**config.mk**
```make
export PLATFORM = sky130hd
export DESIGN_NAME = pseudo_cb_restraint_energy
export DESIGN_NICKNAME = d
export VERILOG_FILES = /design/src/sv/pcbre_pkg.sv /design/src/sv/pcbre_root.sv /design/src/sv/pseudo_cb_restraint_energy.sv
export SDC_FILE = /design/constraint.sdc
export NUM_CORES = 2
export LEC_CHECK = 0
export ABC_AREA = 1
export BUFFER_PORTS_ARGS = -buffer_cell sky130_fd_sc_hd__buf_4
export CAP_MARGIN = 10
export CORE_MARGIN = 4
export CORE_UTILIZATION = 35
export CTS_BUF_LIST = sky130_fd_sc_hd__clkbuf_8
export CTS_CLUSTER_SIZE = 16
export DETAILED_ROUTE_END_ITERATION = 6
export SYNTH_ARGS = -nofsm -noshare
export SYNTH_HDL_FRONTEND = slang
export SYNTH_SLANG_ARGS = --single-unit
```
**constraint.sdc**
```tcl
create_clock -name aclk -period 7.5 [get_ports aclk]
set_input_delay 0.375 -clock aclk [delete_from_list [all_inputs] [get_ports aclk]]
set_output_delay 0.375 -clock aclk [all_outputs]
set_load 0.03 [all_outputs]
```
**src/sv/pcbre_pkg.sv**
```systemverilog
// Shared types and constants for the pseudo beta-carbon restraint energy block.
// No dependencies; imported by pcbre_root, the top level and the bench.
`default_nettype none

package pcbre_pkg;

    // Coordinates and targets: signed Q15.8
    typedef logic signed [23:0] coord_t;

    localparam int unsigned BOND_W = 11;
    localparam int unsigned TERM_W = 26;
    localparam int unsigned TOTAL_W = 38;
    // Radicand (sum of three squares of 27-bit values) and rounded root widths
    localparam int unsigned RAD_W = 52;
    localparam int unsigned ROOT_W = 27;

    localparam logic [BOND_W-1:0] IDEAL_BOND_RESET = 11'd391;
    localparam logic [TERM_W-1:0] TERM_MAX = {TERM_W{1'b1}};
    localparam logic [TOTAL_W-1:0] TOTAL_MAX = {TOTAL_W{1'b1}};

    typedef logic [BOND_W-1:0] bond_t;
    typedef logic [TERM_W-1:0] term_t;
    typedef logic [TOTAL_W-1:0] total_t;
    typedef logic [RAD_W-1:0] rad_t;
    typedef logic [ROOT_W-1:0] root_t;

    // Sequencer states, one-hot
    typedef enum logic [8:0] {
        S_IDLE  = 9'b000000001,
        S_VEC   = 9'b000000010,
        S_SQ    = 9'b000000100,
        S_ROOT  = 9'b000001000,
        S_MULB  = 9'b000010000,
        S_DLOAD = 9'b000100000,
        S_DIV   = 9'b001000000,
        S_DIFF  = 9'b010000000,
        S_FIN   = 9'b100000000
    } state_t;

endpackage

`default_nettype wire

```
**src/sv/pcbre_root.sv**
```systemverilog
// Iterative rounded square root: two radicand bits per cycle, ties rounded up.
// Depends on pcbre_pkg for the radicand and root widths.
`default_nettype none

module pcbre_root (
    input  wire logic           aclk,
    input  wire logic           aresetn,
    input  wire logic           start,
    input  wire pcbre_pkg::rad_t radicand,
    output logic                done,
    output pcbre_pkg::root_t    root
);
    import pcbre_pkg::*;

    rad_t rem_reg, rem_next;
    rad_t r_reg, r_next;
    rad_t bit_reg, bit_next;
    logic busy_reg, busy_next;
    logic done_reg, done_next;
    logic [RAD_W:0] trial;

    // Trial subtrahend of this step
    assign trial = {1'b0, r_reg} + {1'b0, bit_reg};

    // Advance one digit pair per cycle
    always_comb begin
        rem_next  = rem_reg;
        r_next    = r_reg;
        bit_next  = bit_reg;
        busy_next = busy_reg;
        done_next = 1'b0;
        if (start) begin
            rem_next  = radicand;
            r_next    = '0;
            bit_next  = rad_t'(1) << (RAD_W - 2);
            busy_next = 1'b1;
        end else if (busy_reg) begin
            if ({1'b0, rem_reg} >= trial) begin
                rem_next = rem_reg - trial[RAD_W-1:0];
                r_next   = (r_reg >> 1) + bit_reg;
            end else begin
                r_next = r_reg >> 1;
            end
            bit_next = bit_reg >> 2;
            if (bit_reg[0]) begin
                busy_next = 1'b0;
                done_next = 1'b1;
            end
        end
    end

    always_ff @(posedge aclk) begin
        if (!aresetn) begin
            busy_reg <= 1'b0;
            done_reg <= 1'b0;
        end else begin
            busy_reg <= busy_next;
            done_reg <= done_next;
        end
    end

    always_ff @(posedge aclk) begin
        rem_reg <= rem_next;
        r_reg   <= r_next;
        bit_reg <= bit_next;
    end

    // Round: the remainder exceeds the root when the fraction is at least one half
    assign done = done_reg;
    assign root = r_reg[ROOT_W-1:0] + ROOT_W'(rem_reg > r_reg);

`ifndef SYNTHESIS
    a_done_ends_busy: assert property (@(posedge aclk) disable iff (!aresetn)
        done_reg |-> !busy_reg)
        else $error("root done while still iterating");
    a_busy_no_start: assert property (@(posedge aclk) disable iff (!aresetn)
        (busy_reg && !start) |=> (busy_reg || done_reg))
        else $error("root iteration stopped without done");
    a_final_root_narrow: assert property (@(posedge aclk) disable iff (!aresetn)
        done_reg |-> (r_reg >> ROOT_W) == '0)
        else $error("root wider than its result");
`endif

endmodule

`default_nettype wire

```
**src/sv/pseudo_cb_restraint_energy.sv**
```systemverilog
// Pseudo beta-carbon restraint energy: one result per alpha-carbon transaction.
// Unscored residue: no term; the transaction goes straight to S_FIN and back to S_IDLE for the next one.
// Scored residue: the result is set by the shared 28x28 multiplier, the 26-step square root
// (run twice) and the 12-step divider per axis, bond multiply and divider skipped with a zero
// sum vector; the next transaction is taken while the result waits; a stalled result holds it.
// Synchronous active-low reset clears the chain state, the total and the bond to 391.
`default_nettype none

module pseudo_cb_restraint_energy (
    input  wire logic              aclk,
    input  wire logic              aresetn,
    input  wire logic              cfg_valid,
    output logic                   cfg_ready,
    input  wire pcbre_pkg::bond_t  cfg_ideal_bond,
    input  wire logic              s_valid,
    output logic                   s_ready,
    input  wire pcbre_pkg::coord_t s_ca_x,
    input  wire pcbre_pkg::coord_t s_ca_y,
    input  wire pcbre_pkg::coord_t s_ca_z,
    input  wire logic              s_has_target,
    input  wire pcbre_pkg::coord_t s_target_x,
    input  wire pcbre_pkg::coord_t s_target_y,
    input  wire pcbre_pkg::coord_t s_target_z,
    input  wire logic              s_last,
    output logic                   m_valid,
    input  wire logic              m_ready,
    output logic                   m_term_valid,
    output pcbre_pkg::term_t       m_term,
    output pcbre_pkg::total_t      m_total,
    output logic                   m_done_res
);
    import pcbre_pkg::*;

    // Control and chain state
    state_t state_reg, state_next;
    logic phase_reg, phase_next;
    logic [1:0] axis_reg, axis_next;
    logic [3:0] cnt_reg, cnt_next;
    bond_t bond_reg, bond_next;
    coord_t win0_reg [3], win0_next [3];
    coord_t win1_reg [3], win1_next [3];
    coord_t pt_reg [3], pt_next [3];
    logic pflag_reg, pflag_next;
    logic [1:0] seen_reg, seen_next;
    total_t total_reg, total_next;
    logic m_valid_reg, m_valid_next;

    // Working registers
    coord_t ca_reg [3], ca_next [3];
    coord_t tin_reg [3], tin_next [3];
    logic hast_reg, hast_next;
    logic last_reg, last_next;
    logic signed [26:0] vec_reg [3], vec_next [3];
    rad_t prod_reg, prod_next;
    rad_t acc_reg, acc_next;
    logic zero_reg, zero_next;
    root_t n_reg, n_next;
    logic [39:0] num_reg, num_next;
    logic [39:0] dsh_reg, dsh_next;
    logic [11:0] q_reg, q_next;
    logic signed [12:0] off_reg [3], off_next [3];
    term_t term_reg, term_next;
    logic tval_reg, tval_next;
    logic m_term_valid_reg, m_term_valid_next;
    term_t m_term_reg, m_term_next;
    total_t m_total_reg, m_total_next;
    logic m_done_reg, m_done_next;

    // Shared unit and helpers
    logic signed [27:0] mul_a, mul_b;
    logic signed [55:0] mul_p;
    logic [1:0] sq_idx;
    logic [26:0] mag;
    logic ge;
    logic [11:0] q_fin;
    logic [38:0] tsum;
    logic root_start, root_done;
    root_t root_val;
    logic signed [24:0] pseudo;
    logic s_fire, out_free;

    assign cfg_ready = 1'b1;
    assign s_ready   = (state_reg == S_IDLE);
    assign s_fire    = s_valid && s_ready;
    assign out_free  = !m_valid_reg || m_ready;

    assign sq_idx = (cnt_reg[1:0] == 2'd3) ? 2'd0 : cnt_reg[1:0];
    assign mag = vec_reg[axis_reg][26] ? 27'(-vec_reg[axis_reg]) : 27'(vec_reg[axis_reg]);
    assign ge = num_reg >= dsh_reg;
    assign q_fin = {q_reg[10:0], ge};
    assign tsum = {1'b0, total_reg} + 39'(term_reg);

    // Shared multiplier: squares, or bond times axis magnitude
    always_comb begin
        if (state_reg == S_MULB) begin
            mul_a = 28'(bond_reg);
            mul_b = {1'b0, mag};
        end else begin
            mul_a = 28'(vec_reg[sq_idx]);
            mul_b = 28'(vec_reg[sq_idx]);
        end
    end
    assign mul_p = mul_a * mul_b;

    pcbre_root u_root (
        .aclk     (aclk),
        .aresetn  (aresetn),
        .start    (root_start),
        .radicand (acc_next),
        .done     (root_done),
        .root     (root_val)
    );

    // Sequencer
    always_comb begin
        state_next = state_reg;
        phase_next = phase_reg;
        axis_next  = axis_reg;
        cnt_next   = cnt_reg;
        bond_next  = bond_reg;
        win0_next  = win0_reg;
        win1_next  = win1_reg;
        pt_next    = pt_reg;
        pflag_next = pflag_reg;
        seen_next  = seen_reg;
        total_next = total_reg;
        m_valid_next = m_valid_reg && !m_ready;
        ca_next    = ca_reg;
        tin_next   = tin_reg;
        hast_next  = hast_reg;
        last_next  = last_reg;
        vec_next   = vec_reg;
        prod_next  = mul_p[RAD_W-1:0];
        acc_next   = acc_reg;
        zero_next  = zero_reg;
        n_next     = n_reg;
        num_next   = num_reg;
        dsh_next   = dsh_reg;
        q_next     = q_reg;
        off_next   = off_reg;
        term_next  = term_reg;
        tval_next  = tval_reg;
        m_term_valid_next = m_term_valid_reg;
        m_term_next  = m_term_reg;
        m_total_next = m_total_reg;
        m_done_next  = m_done_reg;
        root_start = 1'b0;
        pseudo     = '0;

        // Take a register write
        if (cfg_valid) begin
            bond_next = cfg_ideal_bond;
        end

        case (state_reg)
            S_IDLE: begin
                if (s_fire) begin
                    ca_next  = '{s_ca_x, s_ca_y, s_ca_z};
                    tin_next = '{s_target_x, s_target_y, s_target_z};
                    hast_next = s_has_target;
                    last_next = s_last;
                    if (seen_reg == 2'd2 && pflag_reg) begin
                        state_next = S_VEC;
                    end else begin
                        term_next  = '0;
                        tval_next  = 1'b0;
                        state_next = S_FIN;
                    end
                end
            end
            S_VEC: begin
                // Sum vector (CA - CAprev) + (CA - CAnext)
                for (int i = 0; i < 3; i++) begin
                    vec_next[i] = 27'(win1_reg[i]) + 27'(win1_reg[i])
                                - 27'(win0_reg[i]) - 27'(ca_reg[i]);
                end
                phase_next = 1'b0;
                cnt_next   = '0;
                state_next = S_SQ;
            end
            S_SQ: begin
                // Accumulate three squares, one behind the multiplier
                if (cnt_reg == 4'd0) begin
                    acc_next = '0;
                end else begin
                    acc_next = acc_reg + prod_reg;
                end
                cnt_next = cnt_reg + 4'd1;
                if (cnt_reg == 4'd3) begin
                    root_start = 1'b1;
                    zero_next  = (acc_next == '0);
                    state_next = S_ROOT;
                end
            end
            S_ROOT: begin
                if (root_done) begin
                    if (!phase_reg) begin
                        n_next = root_val;
                        if (zero_reg) begin
                            off_next   = '{3{13'sd0}};
                            state_next = S_DIFF;
                        end else begin
                            axis_next  = '0;
                            state_next = S_MULB;
                        end
                    end else begin
                        term_next  = (root_val > ROOT_W'(TERM_MAX)) ? TERM_MAX
                                                                   : root_val[TERM_W-1:0];
                        tval_next  = 1'b1;
                        state_next = S_FIN;
                    end
                end
            end
            S_MULB: begin
                state_next = S_DLOAD;
            end
            S_DLOAD: begin
                // Rounded quotient: (2*bond*|s| + n) / (2*n)
                num_next   = {prod_reg[38:0], 1'b0} + 40'(n_reg);
                dsh_next   = 40'({n_reg, 1'b0}) << 11;
                q_next     = '0;
                cnt_next   = '0;
                state_next = S_DIV;
            end
            S_DIV: begin
                if (ge) begin
                    num_next = num_reg - dsh_reg;
                end
                q_next   = q_fin;
                dsh_next = dsh_reg >> 1;
                cnt_next = cnt_reg + 4'd1;
                if (cnt_reg == 4'd11) begin
                    off_next[axis_reg] = vec_reg[axis_reg][26] ? -13'(q_fin) : 13'(q_fin);
                    if (axis_reg == 2'd2) begin
                        state_next = S_DIFF;
                    end else begin
                        axis_next  = axis_reg + 2'd1;
                        state_next = S_MULB;
                    end
                end
            end
            S_DIFF: begin
                // Target minus pseudo position
                for (int i = 0; i < 3; i++) begin
                    pseudo      = 25'(win1_reg[i]) + 25'(off_reg[i]);
                    vec_next[i] = 27'(pt_reg[i]) - 27'(pseudo);
                end
                phase_next = 1'b1;
                cnt_next   = '0;
                state_next = S_SQ;
            end
            S_FIN: begin
                if (out_free) begin
                    m_valid_next      = 1'b1;
                    m_term_valid_next = tval_reg;
                    m_term_next       = term_reg;
                    m_total_next      = tsum[38] ? TOTAL_MAX : tsum[TOTAL_W-1:0];
                    m_done_next       = last_reg;
                    if (last_reg) begin
                        win0_next  = '{3{24'sd0}};
                        win1_next  = '{3{24'sd0}};
                        pt_next    = '{3{24'sd0}};
                        pflag_next = 1'b0;
                        seen_next  = '0;
                        total_next = '0;
                    end else begin
                        win0_next  = win1_reg;
                        win1_next  = ca_reg;
                        pt_next    = tin_reg;
                        pflag_next = hast_reg;
                        total_next = m_total_next;
                        if (seen_reg != 2'd2) begin
                            seen_next = seen_reg + 2'd1;
                        end
                    end
                    state_next = S_IDLE;
                end
            end
            default: begin
                state_next = S_IDLE;
            end
        endcase
    end

    // Control state
    always_ff @(posedge aclk) begin
        if (!aresetn) begin
            state_reg   <= S_IDLE;
            phase_reg   <= 1'b0;
            axis_reg    <= '0;
            cnt_reg     <= '0;
            bond_reg    <= IDEAL_BOND_RESET;
            win0_reg    <= '{3{24'sd0}};
            win1_reg    <= '{3{24'sd0}};
            pt_reg      <= '{3{24'sd0}};
            pflag_reg   <= 1'b0;
            seen_reg    <= '0;
            total_reg   <= '0;
            m_valid_reg <= 1'b0;
        end else begin
            state_reg   <= state_next;
            phase_reg   <= phase_next;
            axis_reg    <= axis_next;
            cnt_reg     <= cnt_next;
            bond_reg    <= bond_next;
            win0_reg    <= win0_next;
            win1_reg    <= win1_next;
            pt_reg      <= pt_next;
            pflag_reg   <= pflag_next;
            seen_reg    <= seen_next;
            total_reg   <= total_next;
            m_valid_reg <= m_valid_next;
        end
    end

    // Datapath registers
    always_ff @(posedge aclk) begin
        ca_reg   <= ca_next;
        tin_reg  <= tin_next;
        hast_reg <= hast_next;
        last_reg <= last_next;
        vec_reg  <= vec_next;
        prod_reg <= prod_next;
        acc_reg  <= acc_next;
        zero_reg <= zero_next;
        n_reg    <= n_next;
        num_reg  <= num_next;
        dsh_reg  <= dsh_next;
        q_reg    <= q_next;
        off_reg  <= off_next;
        term_reg <= term_next;
        tval_reg <= tval_next;
        m_term_valid_reg <= m_term_valid_next;
        m_term_reg  <= m_term_next;
        m_total_reg <= m_total_next;
        m_done_reg  <= m_done_next;
    end

    assign m_valid      = m_valid_reg;
    assign m_term_valid = m_term_valid_reg;
    assign m_term       = m_term_reg;
    assign m_total      = m_total_reg;
    assign m_done_res   = m_done_reg;

`ifndef SYNTHESIS
    a_root_done_in_root: assert property (@(posedge aclk) disable iff (!aresetn)
        root_done |-> (state_reg == S_ROOT))
        else $error("root result outside the root wait state");
    a_unscored_fast: assert property (@(posedge aclk) disable iff (!aresetn)
        (s_fire && !(seen_reg == 2'd2 && pflag_reg)) |=> (state_reg == S_FIN))
        else $error("unscored transaction did not go straight to the result");
    a_no_term_zero: assert property (@(posedge aclk) disable iff (!aresetn)
        m_valid_reg |-> (m_term_valid_reg || m_term_reg == '0))
        else $error("term without term_valid");
    a_chain_clear: assert property (@(posedge aclk) disable iff (!aresetn)
        (state_reg == S_FIN && out_free && last_reg) |=>
            (total_reg == '0 && seen_reg == '0 && !pflag_reg))
        else $error("chain state not cleared after the last residue");
`endif

endmodule

`default_nettype wire

```
## Word-level counts from Yosys, hierarchy flattened

Index checks and enable logic that the tools add are counted.

- Register bits: 999
- Input bits: 162
- Output and inout port bits: 69
- Word-level logic and storage cells: 226

- Add/subtract/negate cells: 28
- $mul: 1
- Order comparisons: 7
- Equal/unequal tests: 27
- Multiplexer cells: 76
- Bitwise gates (word level): 5
- Reduce and logical (&&, ||, !) cells: 32

Operators with widths:

| operator | count |
|---|---|
| 2-to-1 mux 52 bit | 7 |
| 2-to-1 mux 72 bit | 3 |
| one-hot mux 81 bit (2 select lines) | 1 |
| one-hot mux 40 bit (2 select lines) | 2 |
| 2-to-1 mux 39 bit | 4 |
| 2-to-1 mux 27 bit | 5 |
| 2-to-1 mux 26 bit | 5 |
| binary-select mux 27 bit (select 2 bit) | 2 |
| subtractor 26 x 24 -> 27 bit | 3 |
| one-hot mux 39 bit (2 select lines) | 1 |
| subtractor 24 x 25 -> 26 bit | 3 |
| subtractor 25 x 24 -> 26 bit | 3 |
| 2-to-1 mux 38 bit | 2 |
| adder 24 x 13 -> 25 bit | 3 |
| adder 24 x 24 -> 25 bit | 3 |
| one-hot mux 9 bit (8 select lines) | 1 |
| 2-to-1 mux 9 bit | 7 |
| 2-to-1 mux 28 bit | 2 |
| adder 52 x 51 -> 53 bit | 1 |
| greater-or-equal comparator 52 x 53 -> 1 bit | 1 |
| adder 51 x 51 -> 52 bit | 1 |
| adder 52 bit | 1 |
| greater-than comparator 52 bit | 1 |
| logical NOT 52 bit | 1 |
| other kinds (53) | 113 |

## Longest topological paths before layout

- Depth after elaboration: 8
- Mapped depth: 47
- Mapped depth without buffers: 45

## Modules after synthesis

A second synthesis with hierarchy kept.

- Cell total of the unflattened synthesis: 12,964
- Area total of the unflattened synthesis: 98,271.8 µm²

By module, submodules not included:

| module | times used | cells each | area each (µm²) | seq. area each (µm²) |
|---|---|---|---|---|
| pseudo_cb_restraint_energy | 1 | 10,303 | 81,852.3 | 22,111.2 |
| pcbre_root | 1 | 2,661 | 16,419.5 | 3,163.0 |

## Worst setup path after synthesis

OpenSTA, ideal clock, no wires.

- Kind: flip-flop to flip-flop
- Start: reg cnt_reg[1]
- End: reg prod_reg[47]
- Setup time: 0.072 ns
- Arrival: 7.942 ns
- Data required time: 7.428 ns
- Setup slack: -0.514 ns
- Stages on the path, launching flop included: 38
- Path buffers: 2
- Period minus slack after synthesis: 8.014 ns
- Cell sequence: dfxtp_1 -> inv_1 -> ha_1 -> nor2_2 -> inv_2 -> buf_2 -> o22ai_2 -> clkinv_1 -> nor2_1 -> buf_2 -> nand2_1 -> fa_1 -> inv_1 -> fa_1 -> inv_1 -> fa_1 -> fa_1 -> inv_1 -> [2 not listed] -> fa_1 -> inv_1 -> fa_1 -> inv_1 -> ha_1 -> nand2_1 -> nor2_1 -> inv_1 -> nor2_1 -> nand3_1 -> o21ai_0 -> nand2_1 -> nand2_1 -> nand2_1 -> nand2_1 -> nand2_1 -> nand2_1 -> xor2_1

- Cells in the longest elaborated chain, start to end: 8
- Elaborated cells between the ends (all ways): 9
- Classes of those cells: mul (1); eq/ne (1); mux (6); bitwise (1)

RTL lines:

| element | line | text |
|---|---|---|
| start: declaration | pseudo_cb_restraint_energy.sv:38 | `logic [3:0] cnt_reg, cnt_next;` |
| start signal: assignment | pseudo_cb_restraint_energy.sv:304 | `cnt_reg <= cnt_next;` |
| == test 2 bit | pseudo_cb_restraint_energy.sv:87 | `assign sq_idx = (cnt_reg[1:0] == 2'd3) ? 2'd0 : cnt_reg[1:0];` |
| 2-to-1 mux 2 bit (*) | pseudo_cb_restraint_energy.sv:87 |  |
| inverter 2 -> 3 bit (implied by the code) (*) | pseudo_cb_restraint_energy.sv:99, pseudo_cb_restraint_energy.sv:100 |  |
| binary-select mux 27 bit (select 2 bit) (*) | pseudo_cb_restraint_energy.sv:99, pseudo_cb_restraint_energy.sv:100 |  |
| 2-to-1 mux 27 bit (implied by the code) (*) (2 in series) | pseudo_cb_restraint_energy.sv:99, pseudo_cb_restraint_energy.sv:100 |  |
| 2-to-1 mux 28 bit | pseudo_cb_restraint_energy.sv:95 | `if (state_reg == S_MULB) begin` |
| multiplier 28 x 28 -> 52 bit (*) | pseudo_cb_restraint_energy.sv:103 | `assign mul_p = mul_a * mul_b;` |
| net mul_p[47] | pseudo_cb_restraint_energy.sv:71 | `logic signed [55:0] mul_p;` |
| end signal: assignment | pseudo_cb_restraint_energy.sv:323 | `prod_reg <= prod_next;` |
| end: declaration | pseudo_cb_restraint_energy.sv:54 | `rad_t prod_reg, prod_next;` |

Mark *: on every way through the listed nets, which the timed path passes. The rest lies on a longest branch. The select of a mux whose other input is x is not followed.
A chain may end at the register's enable or synchronous reset.

## Final worst setup path

- Start: reg axis_reg[0]
- End: reg prod_reg[50]

- Cells in the longest elaborated chain, start to end: 8

RTL lines:

| element | line | text |
|---|---|---|
| start: declaration | pseudo_cb_restraint_energy.sv:37 | `logic [1:0] axis_reg, axis_next;` |
| start signal: assignment | pseudo_cb_restraint_energy.sv:303 | `axis_reg <= axis_next;` |
| inverter 2 -> 3 bit (implied by the code) (*) | pseudo_cb_restraint_energy.sv:88 | `assign mag = vec_reg[axis_reg][26] ? 27'(-vec_reg[axis_reg]) : 27'(vec_reg[axis_reg]);` |
| binary-select mux 27 bit (select 2 bit) (*) | pseudo_cb_restraint_energy.sv:88 |  |
| 2-to-1 mux 27 bit (implied by the code) (*) (2 in series) | pseudo_cb_restraint_energy.sv:88 |  |
| negation 27 bit | pseudo_cb_restraint_energy.sv:88 |  |
| 2-to-1 mux 27 bit (*) | pseudo_cb_restraint_energy.sv:88 |  |
| 2-to-1 mux 28 bit (*) | pseudo_cb_restraint_energy.sv:95 |  |
| multiplier 28 x 28 -> 52 bit (*) | pseudo_cb_restraint_energy.sv:103 |  |
| net mul_p[50] | pseudo_cb_restraint_energy.sv:71 |  |

Marks and branches as above.

==> flow_metrics.py <==
metrics = {
    "worst_setup_path": {
        "cp_top_family": "adder cells",
        "critPathKind": "reg2reg",
        "crit_top_cell": "fa_1",
        "critical_path.max_stage_delay_ps": 590,
        "cpMaxStageDelayCell": "fa_2",
        "crit_arrival_ps": 9080,
        "critPathBufInv": 11,
        "cp-start-kind": "flop",
        "path_max_fanout": 7,
        "critPathCaptureType": "flop",
        "cp.required_ps": 8390,
    },
    "die": {
        "die_x_microns": 536,
        "rows": 193,
        "fp.dieArea_sq_um": 287000,
        "io_pins": 231,
        "fp.coreArea_sq_um": 277000,
        "start_util_pct": 35.2,
        "die_h_microns": 536,
    },
    "global_routing": {
        "grt_overflow": 0,
        "grt_pass1_wl_microns": 529000,
        "grt_max_degree": 126,
        "grt_pass1_vias": 87300,
        "grt_util_all_layers_pct": 23.8,
        "antenna_found_initial": 13,
    },
    "finish": {
        "area_growth_syn_to_layout_pct": 19.9,
        "drive_gt1_share_pct": 13.3,
        "multi_input_area_sq_um": 63700,
        "nNetsFinal": 15700,
        "nFillCells": 28400,
        "largest_register_ffs": 81,
        "regArea_sq_um": 25300,
    },
    "sta": {
        "period_needed_ps": 8200,
        "setup_tns_ps": -13670,
        "timing.final.ws_setup_ps": -697,
        "setup_viol": 31,
        "worstMarginPinSlew_ps": 1340,
        "drv_slew": 0,
        "skew_ps": 99.0,
        "finalCritPeriodShare_pct": 109,
        "slew_headroom_pct": 10.3,
        "rsz0062_at_grt": "true",
        "hold_viol": 0,
        "max_freq_ghz": 0.122,
    },
    "cts": {
        "cts.sinks": 998,
        "h-tree-depth": 4,
        "cts_tree": "done",
        "cts_buffer_depth": 4,
        "root_buffer": "clkbuf_8",
        "clk-insertion-delay-late_ps": 1010,
        "clk_pin_slew_worst_paths_ps": 70,
        "numCtsBuffers": 179,
    },
    "route": {
        "drtIter0Drc": 8217,
        "vias_per_cell": 5.03,
        "vias": 89600,
        "ant_nets": 0,
        "remaining_drc_errors": 0,
        "first_pass_iters": 6,
        "wirelength_microns": 347000,
        "wire_per_inst_microns": 19.5,
    },
    "logic_synthesis": {
        "synth.avg_cell_area_sq_um": 7.60,
        "syn_nets": 14600,
        "synth_top_area_share_pct": 18.8,
        "synthTopCellsByCount": "3062 x nand2_1, 2357 x inv_1, 1049 x nor2_1",
        "syn_area_sq_um": 97600,
        "yosys_warnings": 0,
        "synth_edf_count": 529,
        "synthTopCellsByArea": "fa_1 19%, edfxtp_1 16%, nand2_1 12%, dfxtp_1 9.6%, inv_1 9.1%",
        "synthArstFlopShare_pct": 0,
        "syn_inst": 12800,
        "synth_seq_area_share_pct": 25.9,
        "synth.most_common_cell": "nand2_1",
        "synth_cell_types": 76,
        "synth_ff_type": "edfxtp_1",
        "yosys.area.top_type": "fa_1",
        "synth-seq-cells": 998,
    },
    "placed_design": {
        "dpl.hpwl_microns": 285000,
        "portBuffers": 229,
        "finalWeightedCongestion": 0.977,
    },
    "worst_hold_path": {
        "min_path_type": "in2reg",
    },
    "flow_run": {
        "cap_violations": 0,
    },
    "run_status": {
        "outcome": "finished, violations left",
        "violations": "negative setup slack",
    },
}
## cells by family (layout without fill, tap and decap cells)
group	count (synthesis)	count (layout)	share of synthesized area (%)
mux	1	1	0.0103
other cells	2	8	0.00770
buf+inv	2760	4006	10.8
flops	998	998	25.9
simple gates	5100	5100	21.4
fa+ha+maj	1573	1573	27.2
xor+xnor	310	310	2.80
compound gates	2100	2100	11.8
## worst reg2reg max path: cells and delay by family, from the launching register on
family | cells | cell delay, ps
AOI/OAI and AO/OA | 9 | 1560
and+or+nand+nor | 7 | 670
buffers and inverters | 11 | 1230
adders and majority gates | 9 | 3970
DFF | 1 | 360
xor gates and xnor gates | 2 | 320
## layout make-up
| cell class | instances | share of cell area, % |
|---|---|---|
| Tap cell | 3705 | 3.96 |
| Timing Repair Buffer | 1271 | 9.08 |
| Clock buffer | 205 | 2.41 |
| Clock inverter | 118 | 0.695 |
| Inverter | 2412 | 7.79 |
| Multi-Input combinational cell | 9086 | 54.4 |
| Antenna cell | 6 | 0.0128 |
| Sequential cell | 998 | 21.6 |
## per-layer routing
layer | up-vias | part of all wire (%) | track usage [%]
met3 | 478 | 7.1 | 3.69
li1 | 43000 | - | -
met5 | - | 0.052 | 0.350
met1 | 43100 | 46 | 34.1
met2 | 2995 | 44 | 37.3
met4 | 8 | 2.8 | 6.11
## cell usage in the layout (no fill, tap or decap), types with 180 or more instances in the layout
| cell type | Yosys | final |
|---|---|---|
| ha_1 | 657 | 603 |
| buf_4 | 7 | 1000 |
| dlygate4sd3_1 | 0 | 186 |
| a21oi_1 | 964 | 930 |
| inv_1 | 2357 | 2359 |
| nor2_1 | 1049 | 1001 |
| fa_1 | 916 | 879 |
| o21ai_0 | 698 | 665 |
| dfxtp_1 | 469 | 465 |
| nand2_1 | 3062 | 3018 |
| edfxtp_1 | 529 | 529 |
| xor2_1 | 189 | 180 |
| nand3_1 | 581 | 565 |
| clkbuf_8 | 0 | 205 |
## worst paths after layout
check	end	cells past startpoint	slack [ps]	startpoint
worst max register to register	prod_reg[50]	38	-700	axis_reg[0]
worst min register to register	m_term_valid	0	420	tval_reg
worst max-delay path	prod_reg[50]	38	-700	axis_reg[0]
worst min-delay path	tin_reg[2]	2	80	s_target_z[2]
## timing repair
action | 4_1_cts | 5_1_grt
setup buffers | 60 | 23
resized for setup | 315 | 120
hold buffers | 186 | 0
cloned | 1 | 0
setup endpoints to repair | 38 | 38
pin swaps | 111 | 46
hold endpoints to repair | 189 | 0
## through the flow
stage | utilization [%] | instance area, sq um | worst slack [ps] | std cells | hold WS [ps]
floorplan | - | 97800 | -176 | 12800 | 400
global placement | 39.4 | 109000 | -966 | 17200 | 413
detailed placement | 39.4 | 109000 | -1010 | 17200 | 414
CTS | 42.0 | 116000 | -597 | 17800 | 0.700
global route | 42.2 | 117000 | -1010 | 17800 | 40.8
finish | 42.2 | 117000 | -697 | 17800 | 84.9
Power is left out: the tool's default activity adds up to more than one toggle a clock period on the data nets, which glitch-free logic cannot reach.
